==> config.mk <==
export PLATFORM = sky130hd
export DESIGN_NAME = fitch_ctrl
export DESIGN_NICKNAME = d
export VERILOG_FILES = /design/src/sv/fitch_pkg.sv /design/src/sv/fitch_ctrl.sv
export SDC_FILE = /design/constraint.sdc
export NUM_CORES = 1
export LEC_CHECK = 0
export BUFFER_PORTS_ARGS = -buffer_cell sky130_fd_sc_hd__clkbuf_2
export CORE_AREA = 2 2 39 41
export CTS_BUF_LIST = sky130_fd_sc_hd__clkbuf_2
export DETAILED_ROUTE_END_ITERATION = 12
export DIE_AREA = 0 0 41 43
export GPL_ROUTABILITY_DRIVEN = 0
export PLACE_DENSITY = 0.3
export SKIP_LAST_GASP = 1
export SYNTH_ARGS = -nofsm -noshare
export SYNTH_HDL_FRONTEND = slang
export SYNTH_SLANG_ARGS = --single-unit
==> constraint.sdc <==
create_clock -name i_clk -period 2.9 [get_ports i_clk]
set_clock_uncertainty 0.05 [all_clocks]
set_input_delay 0.29 -clock i_clk [delete_from_list [all_inputs] [get_ports i_clk]]
set_output_delay 0.29 -clock i_clk [all_outputs]
set_load 0.01 [all_outputs]
==> src/sv/fitch_pkg.sv <==
// ----------------------------------------------------------------------------
// Fitch state-set engine package
// Shared widths, operation codes, controller command bundle and the state
// mask helper.
// ----------------------------------------------------------------------------
`default_nettype none

package fitch_pkg;

    localparam int SET_W    = 16;
    localparam int SCORE_W  = 10;
    localparam int INDEX_W  = 10;
    localparam int COUNT_W  = 5;
    localparam int STATES   = 16;
    localparam int NODES    = 1024;
    localparam int ADDR_W   = $clog2(NODES);
    localparam int SUM_W    = SCORE_W + 2;

    localparam logic [SCORE_W-1:0] SCORE_MAX = {SCORE_W{1'b1}};
    localparam logic [COUNT_W-1:0] COUNT_RESET = COUNT_W'(16);

    localparam logic [1:0] OP_LOAD = 2'd0;
    localparam logic [1:0] OP_DOWN = 2'd1;
    localparam logic [1:0] OP_UP   = 2'd2;
    localparam logic [1:0] OP_READ = 2'd3;

    // Commands from the controller to the datapath.
    typedef struct packed {
        logic accept;   // latch the item and issue the first reads
        logic fetch;    // capture first read data, issue the right child read
        logic exec;     // combine, write back and present the result
    } t_dp_cmd;

    // Bit i is set when state i is in use.
    function automatic logic [SET_W-1:0] state_mask(input logic [COUNT_W-1:0] count);
        logic [SET_W-1:0] m;
        m = '0;
        for (int i = 0; i < SET_W; i++) begin
            m[i] = (int'(count) > i) && (i < STATES);
        end
        return m;
    endfunction

endpackage

`default_nettype wire

==> src/sv/fitch_ctrl.sv <==
// ----------------------------------------------------------------------------
// Fitch engine controller
// Sequences each item through accept, an optional second fetch and execute.
// ----------------------------------------------------------------------------
`default_nettype none

module fitch_ctrl (
    input  wire logic              i_clk,
    input  wire logic              i_rst_n,
    input  wire logic              start,
    input  wire logic [1:0]        i_opcode,
    output fitch_pkg::t_dp_cmd     o_cmd,
    output logic                   busy
);

    typedef enum logic [2:0] {
        S_IDLE  = 3'b001,
        S_FETCH = 3'b010,
        S_EXEC  = 3'b100
    } t_state;

    t_state r_state;
    t_state n_state;

    always_comb begin
        n_state      = r_state;
        o_cmd.accept = 1'b0;
        o_cmd.fetch  = 1'b0;
        o_cmd.exec   = 1'b0;
        unique case (r_state)
            S_IDLE: begin
                if (start) begin
                    o_cmd.accept = 1'b1;
                    // Uppass needs a fourth set, so it takes a second read.
                    n_state = (i_opcode == fitch_pkg::OP_UP) ? S_FETCH : S_EXEC;
                end
            end
            S_FETCH: begin
                o_cmd.fetch = 1'b1;
                n_state     = S_EXEC;
            end
            S_EXEC: begin
                o_cmd.exec = 1'b1;
                n_state    = S_IDLE;
            end
            default: begin
                n_state = S_IDLE;
            end
        endcase
    end

    always_ff @(posedge i_clk) begin
        if (!i_rst_n) begin
            r_state <= S_IDLE;
        end else begin
            r_state <= n_state;
        end
    end

    assign busy = (r_state != S_IDLE);

endmodule

`default_nettype wire

==> flow_summary_export.csv, run 1 <==
group,metric,value,unit
synthesis,synth-seq-cells,3,
synthesis,ys_top_cells_by_count,"dfxtp_1 (3), and4bb_2 (2), nor3b_1 (2)",
die,start_util,9.95,%
setup_path,critPathRequiredTime,2560,ps
clock_tree,cts_buffers,3,
clock_tree,postCtsHoldBufs,0,
finish,final_util,15.7,%
setup_path,crit_arrival,1030,ps
synthesis,synth_area_leaders,"dfxtp_1 (44%), and4bb_2 (18%), nor3b_1 (11%)",
clock_tree,cts_tree,"yes",
synthesis,syn_area_per_cell,10.6,µm²
placement,postPlaceCellArea,198,µm²
worst_hold_path,hp-class,"input pin to flip-flop",
clock_tree,postCtsSetupBuffers,0,
die,die_area,0.00176,mm²
sta,setup_viol,0,
die,rows,14,
pwr,p_sw_share,26.5,%
sta,maxSlewViolCount,0,
pwr,seqPwrFrac,38.3,%
pwr,p_int,0.0885,mW
global_routing,first_global_vias,143,
global_routing,antenna_found_initial,0,
setup_path,crit_type,"flip-flop to primary output",
clock_tree,clkTransAtPathRegs,50,ps
sta,slew_headroom,83.1,%
detailed_routing,first_pass_iters,2,
global_routing,grt_pass1_wl,634,µm
detailed_routing,drc_errors,0,
synthesis,ys_warn_count,0,
sta,hold_violations,0,
finish,largest_reg_flops,3,
synthesis,yosysTopAreaCellShare,43.6,%
clock_tree,clk_root_buffer_cell,"clkbuf_2",
pwr,comb_power_share,12.8,%
finish,finalInstanceArea,218,µm²
die,die_w,41,µm
finish,nets,31,
placement,dp.cells,37,
pwr,power_density,553,mW/mm²
global_routing,grt_use_total,6.23,%
die,core,0.00138,mm²
sta,clock.fmax,730,MHz
synthesis,netlist_area,138,µm²
detailed_routing,postRouteAntennaNets,0,
finish,syn_to_final_growth,58.2,%
pwr,p_sw,0.0318,mW
setup_path,slowest_stage,"dfxtp_1",
synthesis,synth.most_common_cell,"dfxtp_1",
detailed_routing,wl_per_cell,8.46,µm
setup_path,end_kind,"primary output",
pwr,vdd_drop_max,0.000112,V
detailed_routing,viasPerCell,3.37,
finish,regMostFlops,"r_state",
synthesis,syn_nets,18,
pwr,p_clk_share,48.9,%
detailed_routing,drt_iter0_drc,2,
finish,stdcell_count,41,
sta,fin_tns_setup,0,ps
status,outcome,"completed",
setup_path,path_cells,"nor3b_1 > clkbuf_2",
finish,top_regs,"r_state: 3 flops",
sta,fin_crit,1370,ps
clock_tree,cts_buffer_depth,2,
synthesis,synthDistinctLibCells,9,
sta,fin_crit_sh,47.3,%
synthesis,yosysTopAreaCell,"dfxtp_1",
finish,drive_above_1_share,60.0,%
synthesis,synth_enable_flop_cells,0,
synthesis,synth_flop_cell,"dfxtp_1",
synthesis,ys_seq_area_share,43.6,%
clock_tree,h-tree-depth,1,
synthesis,synth_cells,13,
finish,num_antenna_cells,0,
setup_path,start_kind,"flip-flop",
pwr,p_total,0.120,mW
detailed_routing,vias,138,
global_routing,grt_max_degree,6,
die,pin_count,9,
detailed_routing,drt-total-wl,347,µm
flow_run,drv_cap,0,
synthesis,async_flop_share,0,%
setup_path,critPathTopFamily,"flip-flops",
pwr,power_leakage,0.104,nW
global_routing,overflow,0,
setup_path,path_max_fanout,5,
clock_tree,cts.sinks,3,
setup_path,cpPeakStageDelay,370,ps
sta,rsz0062_at_grt,"false",
die,die_y,43,µm
clock_tree,worstSkewPairLatency,200,ps
setup_path,path_buf_inv,1,
clock_tree,ctsResizeCount,0,
placement,io_buffers,8,
sta,worst_pin_slew,253,ps
-- path summary, 6_finish.rpt --
path	start	to	slack, ps	depth (start not counted)
max reg2reg	r_state[2]$_SDFFE_PN0P_	r_state[2]$_SDFFE_PN0P_	1840	2
min reg2reg	r_state[0]$_SDFFE_PN1P_	r_state[0]$_SDFFE_PN1P_	600	2
max	r_state[1]$_SDFFE_PN0P_	o_cmd[1]	1530	2
min	i_rst_n	r_state[0]$_SDFFE_PN1P_	260	2
-- worst register-to-register path, stage by stage (launching register included) --
cell and delay (ps):
dfxtp_1 380, and4bb_2 290, a31o_2 230
-- logic make-up (layout without fill, tap and decap cells) --
| kind of cell | after synthesis | count (layout) | share of synthesized area (%) |
|---|---|---|---|
| AO/OA/AOI/OAI | 2 | 2 | 10.0 |
| flip-flops | 3 | 3 | 43.6 |
| buffers and inverters | 0 | 12 | 0 |
| AND/OR/NAND/NOR | 8 | 8 | 46.4 |
-- cell usage in the layout, fill, tap and decap left out, drive strengths merged --
cell type / n
dfxtp: 3
a31o: 1
clkbuf: 12
o21ai: 1
nand2: 1
nand2b: 1
nor2: 1
and4b: 1
and4bb: 2
nor3b: 2
-- metrics by stage --
step | setup slack (ps) | hold slack (ps)
global placement | 1750 | 461
global route | 1440 | 274
detailed placement | 1770 | 474
CTS | 1530 | 253
floorplan | 1850 | 316
finish | 1530 | 264
-- area by class of cell --
type,instances,area [µm²]
clock buffers,4,20.0
flip-flops and latches,3,60.1
multi-input cells,10,77.6
repair buffers,8,40.0
fillers,153,1170
well taps,16,20.0
-- per-layer routing --
metal / vias up / track usage, % / wire [µm]
li1: 73 / - / -
met1: 56 / 8.39 / 185
met2: 9 / 4.69 / 105
met3: 0 / 4.71 / 55
met4: 0 / 8.00 / 0
met5: - / 0 / 0
-- power by group through the flow --
stage	Sequential, mW	Clock [mW]	Combinational, mW
after floorplan	0.0461	0	0.00830
after global placement	0.0465	0	0.0154
after detailed placement	0.0466	0	0.0156
after CTS	0.0459	0.0623	0.0157
after global routing	0.0462	0.0674	0.0175
final	0.0461	0.0588	0.0155
Note: power is estimated with default switching activity, not from simulation.
==> inputs of run 2 (changes only) <==
Settings changed: ABC_AREA set to 1.
Clock period 2.9 ns to 1.2 ns, I/O delays scaled along.
==> run 2 against run 1 <==
Clock power up 130%. Utilization rose by 3.4 points. Critical path depth grew 2. Flip-flop and latch count stayed put. Combinational power grew to 6.3 times the previous value. Sequential power grew to 2.8 times the previous value. Non-clock buffer count is 1 higher. Synthesized cell count increased by 77%. Cell count rose by 27%. Worst hold slack worse by 180 ps. Register-to-register slack worse by 1600 ps. Critical endpoint is now o_cmd[2].
==> flow_summary_export.csv, run 2 <==
group,metric,value,unit
synthesis,netlist_area,169,µm²
synthesis,ys_seq_area_share,35.6,%
sta,fin_crit_sh,95.0,%
detailed_routing,drc_errors,0,
placement,dp_slack,227,ps
synthesis,ys_top_cells_by_count,"inv_1 (4), nand2_1 (4), dfxtp_1 (3), nand3_1 (3), nor2_4 (2)",
sta,worst_pin_slew,153,ps
setup_path,path_cells,"nor2_4 > nand2_4 > nor2_4 > buf_6",
detailed_routing,wl_per_cell,7.12,µm
die,die_w,41,µm
clock_tree,cts_buffer_depth,2,
finish,stdcell_count,52,
synthesis,yosysTopAreaCell,"dfxtp_1",
die,start_util,12.2,%
setup_path,cpPeakStageDelay,320,ps
finish,finalInstanceArea,265,µm²
setup_path,crit_type,"flip-flop to primary output",
setup_path,path_common_cell,"nor2_4",
sta,clock.fmax,877,MHz
global_routing,grt.busiest_layer,"met4",
die,rows,14,
sta,fin_crit,1140,ps
detailed_routing,drt_iter0_drc,6,
global_routing,first_global_vias,166,
synthesis,synth_cells,23,
finish,regMostFlops,"r_state",
sta,fin_tns_setup,0,ps
finish,regArea,62.6,µm²
die,die_area,0.00176,mm²
synthesis,synth-seq-cells,3,
detailed_routing,postRouteAntennaNets,0,
detailed_routing,first_pass_iters,2,
finish,drive_above_1_share,55.6,%
clock_tree,cts_buffers,3,
flow_run,drv_cap,0,
synthesis,synthDistinctLibCells,12,
finish,layout_common_cells,"clkbuf_2 (11), inv_1 (4), nand2_1 (4)",
global_routing,met2_usage,5.63,%
global_routing,antenna_found_initial,0,
global_routing,grt_pass1_wl,579,µm
global_routing,use_met1,6.75,%
status,outcome,"completed",
sta,maxSlewViolCount,0,
sta,rsz0062_at_grt,"false",
finish,num_antenna_cells,0,
sta,fin_ws,59.7,ps
setup_path,start_kind,"flip-flop",
sta,hold_violations,0,
placement,hpwl,304,µm
clock_tree,h-tree-depth,1,
global_routing,grt_max_degree,6,
die,die_y,43,µm
sta,slew_headroom,89.7,%
finish,nets,42,
finish,largest_reg_flops,3,
setup_path,end_kind,"primary output",
setup_path,path_max_fanout,3,
global_routing,use_met3,1.57,%
synthesis,syn_area_per_cell,7.34,µm²
die,core,0.00138,mm²
detailed_routing,vias,181,
synthesis,async_flop_share,0,%
detailed_routing,viasPerCell,3.48,
pwr,vdd_drop_max,0.000274,V
clock_tree,cts_tree,"yes",
setup_path,crit_arrival,970,ps
finish,final_common_cell,"clkbuf_2",
setup_path,critPathRequiredTime,1030,ps
detailed_routing,drt-total-wl,370,µm
sta,setup_viol,0,
finish,multiInputGateArea,90.1,µm²
global_routing,overflow,0,
placement,postPlaceCellArea,229,µm²
clock_tree,clkTransAtPathRegs,40,ps
synthesis,synth_enable_flop_cells,0,
clock_tree,clk_root_buffer_cell,"clkbuf_2",
finish,top_regs,"r_state: 3 flops",
global_routing,grt_use_total,5.42,%
synthesis,synth_flop_cell,"dfxtp_1",
synthesis,syn_nets,28,
synthesis,synth_area_leaders,"dfxtp_1 (36%), nor2_4 (13%), nand3_1 (8.9%)",
worst_hold_path,hp-class,"input pin to flip-flop",
placement,dp.cells,47,
synthesis,yosysTopAreaCellShare,35.6,%
pwr,power_density,1370,mW/mm²
die,pin_count,9,
finish,syn_to_final_growth,57.0,%
pwr,power_leakage,0.137,nW
placement,io_buffers,8,
clock_tree,cts.sinks,3,
sta,whs,84.7,ps
synthesis,ys_warn_count,0,
clock_tree,worstSkewPairLatency,200,ps
setup_path,slowest_stage,"dfxtp_1",
finish,n_fill_cell,155,
## run 2: cell count changes after synthesis, sizes merged, moves of 2 or more
cell | previous run | this run
nand3 | 0 | 3
nor2 | 1 | 4
inv | 0 | 4
and4bb | 2 | 0
nand2 | 1 | 6
nor3b | 2 | 0
## run 2: per-layer routing
metal,up-vias,wire length (µm)
li1,96,-
met1,75,170
met2,10,157
met3,0,42
met4,0,0
met5,-,0
## run 2: area by class of cell
class | instances | area share (%)
inverter | 5 | 7.08
timing repair buffer | 9 | 20.3
clock buffer | 4 | 7.55
tap | 16 | 7.55
sequential | 3 | 23.6
multi-input combinational | 15 | 34.0
## run 2: final timing paths
path | startpoint | cells after the start | endpoint | slack [ps]
worst max-delay path | r_state[2]$_SDFFE_PN0P_ | 4 | o_cmd[2] | 60
worst min-delay path | i_rst_n | 2 | r_state[0]$_SDFFE_PN1P_ | 80
worst max register to register | r_state[1]$_SDFFE_PN0P_ | 6 | r_state[0]$_SDFFE_PN1P_ | 240
worst min register to register | r_state[0]$_SDFFE_PN1P_ | 2 | r_state[2]$_SDFFE_PN0P_ | 490
## run 2: worst max-delay path, delay by kind of cell (launching register included)
family	cells	cell delay [ps]
and+or+nand+nor	3	340
DFF	1	320
buffers and inverters	1	110
## run 2: logic make-up (layout without fill, tap and decap cells)
logic type,Yosys count,after routing,share of synthesized area (%)
compound gates,1,1,2.96
buf+inv,5,18,11.1
simple gates,14,14,50.4
flops,3,3,35.6
## run 2: metrics by stage
| step | power [mW] | utilization [%] |
|---|---|---|
| after CTS | 0.363 | 18.0 |
| after floorplan | 0.187 | - |
| after detailed placement | 0.218 | 16.5 |
| after global routing | 0.388 | 19.2 |
| final | 0.363 | 19.2 |
| after global placement | 0.217 | 16.5 |
## run 2: timing repair
action	in CTS	in global routing
pin swaps	0	2
hold buffers	0	0
gates resized for setup	0	4
buffers inserted	0	1
setup endpoints to repair	1	2
## run 2: power breakdown
part | switching, mW | internal, mW | leakage (nW)
registers | 0.0147 | 0.112 | 0.0249
clock network | 0.0503 | 0.0880 | 0.0166
logic | 0.0524 | 0.0459 | 0.0957
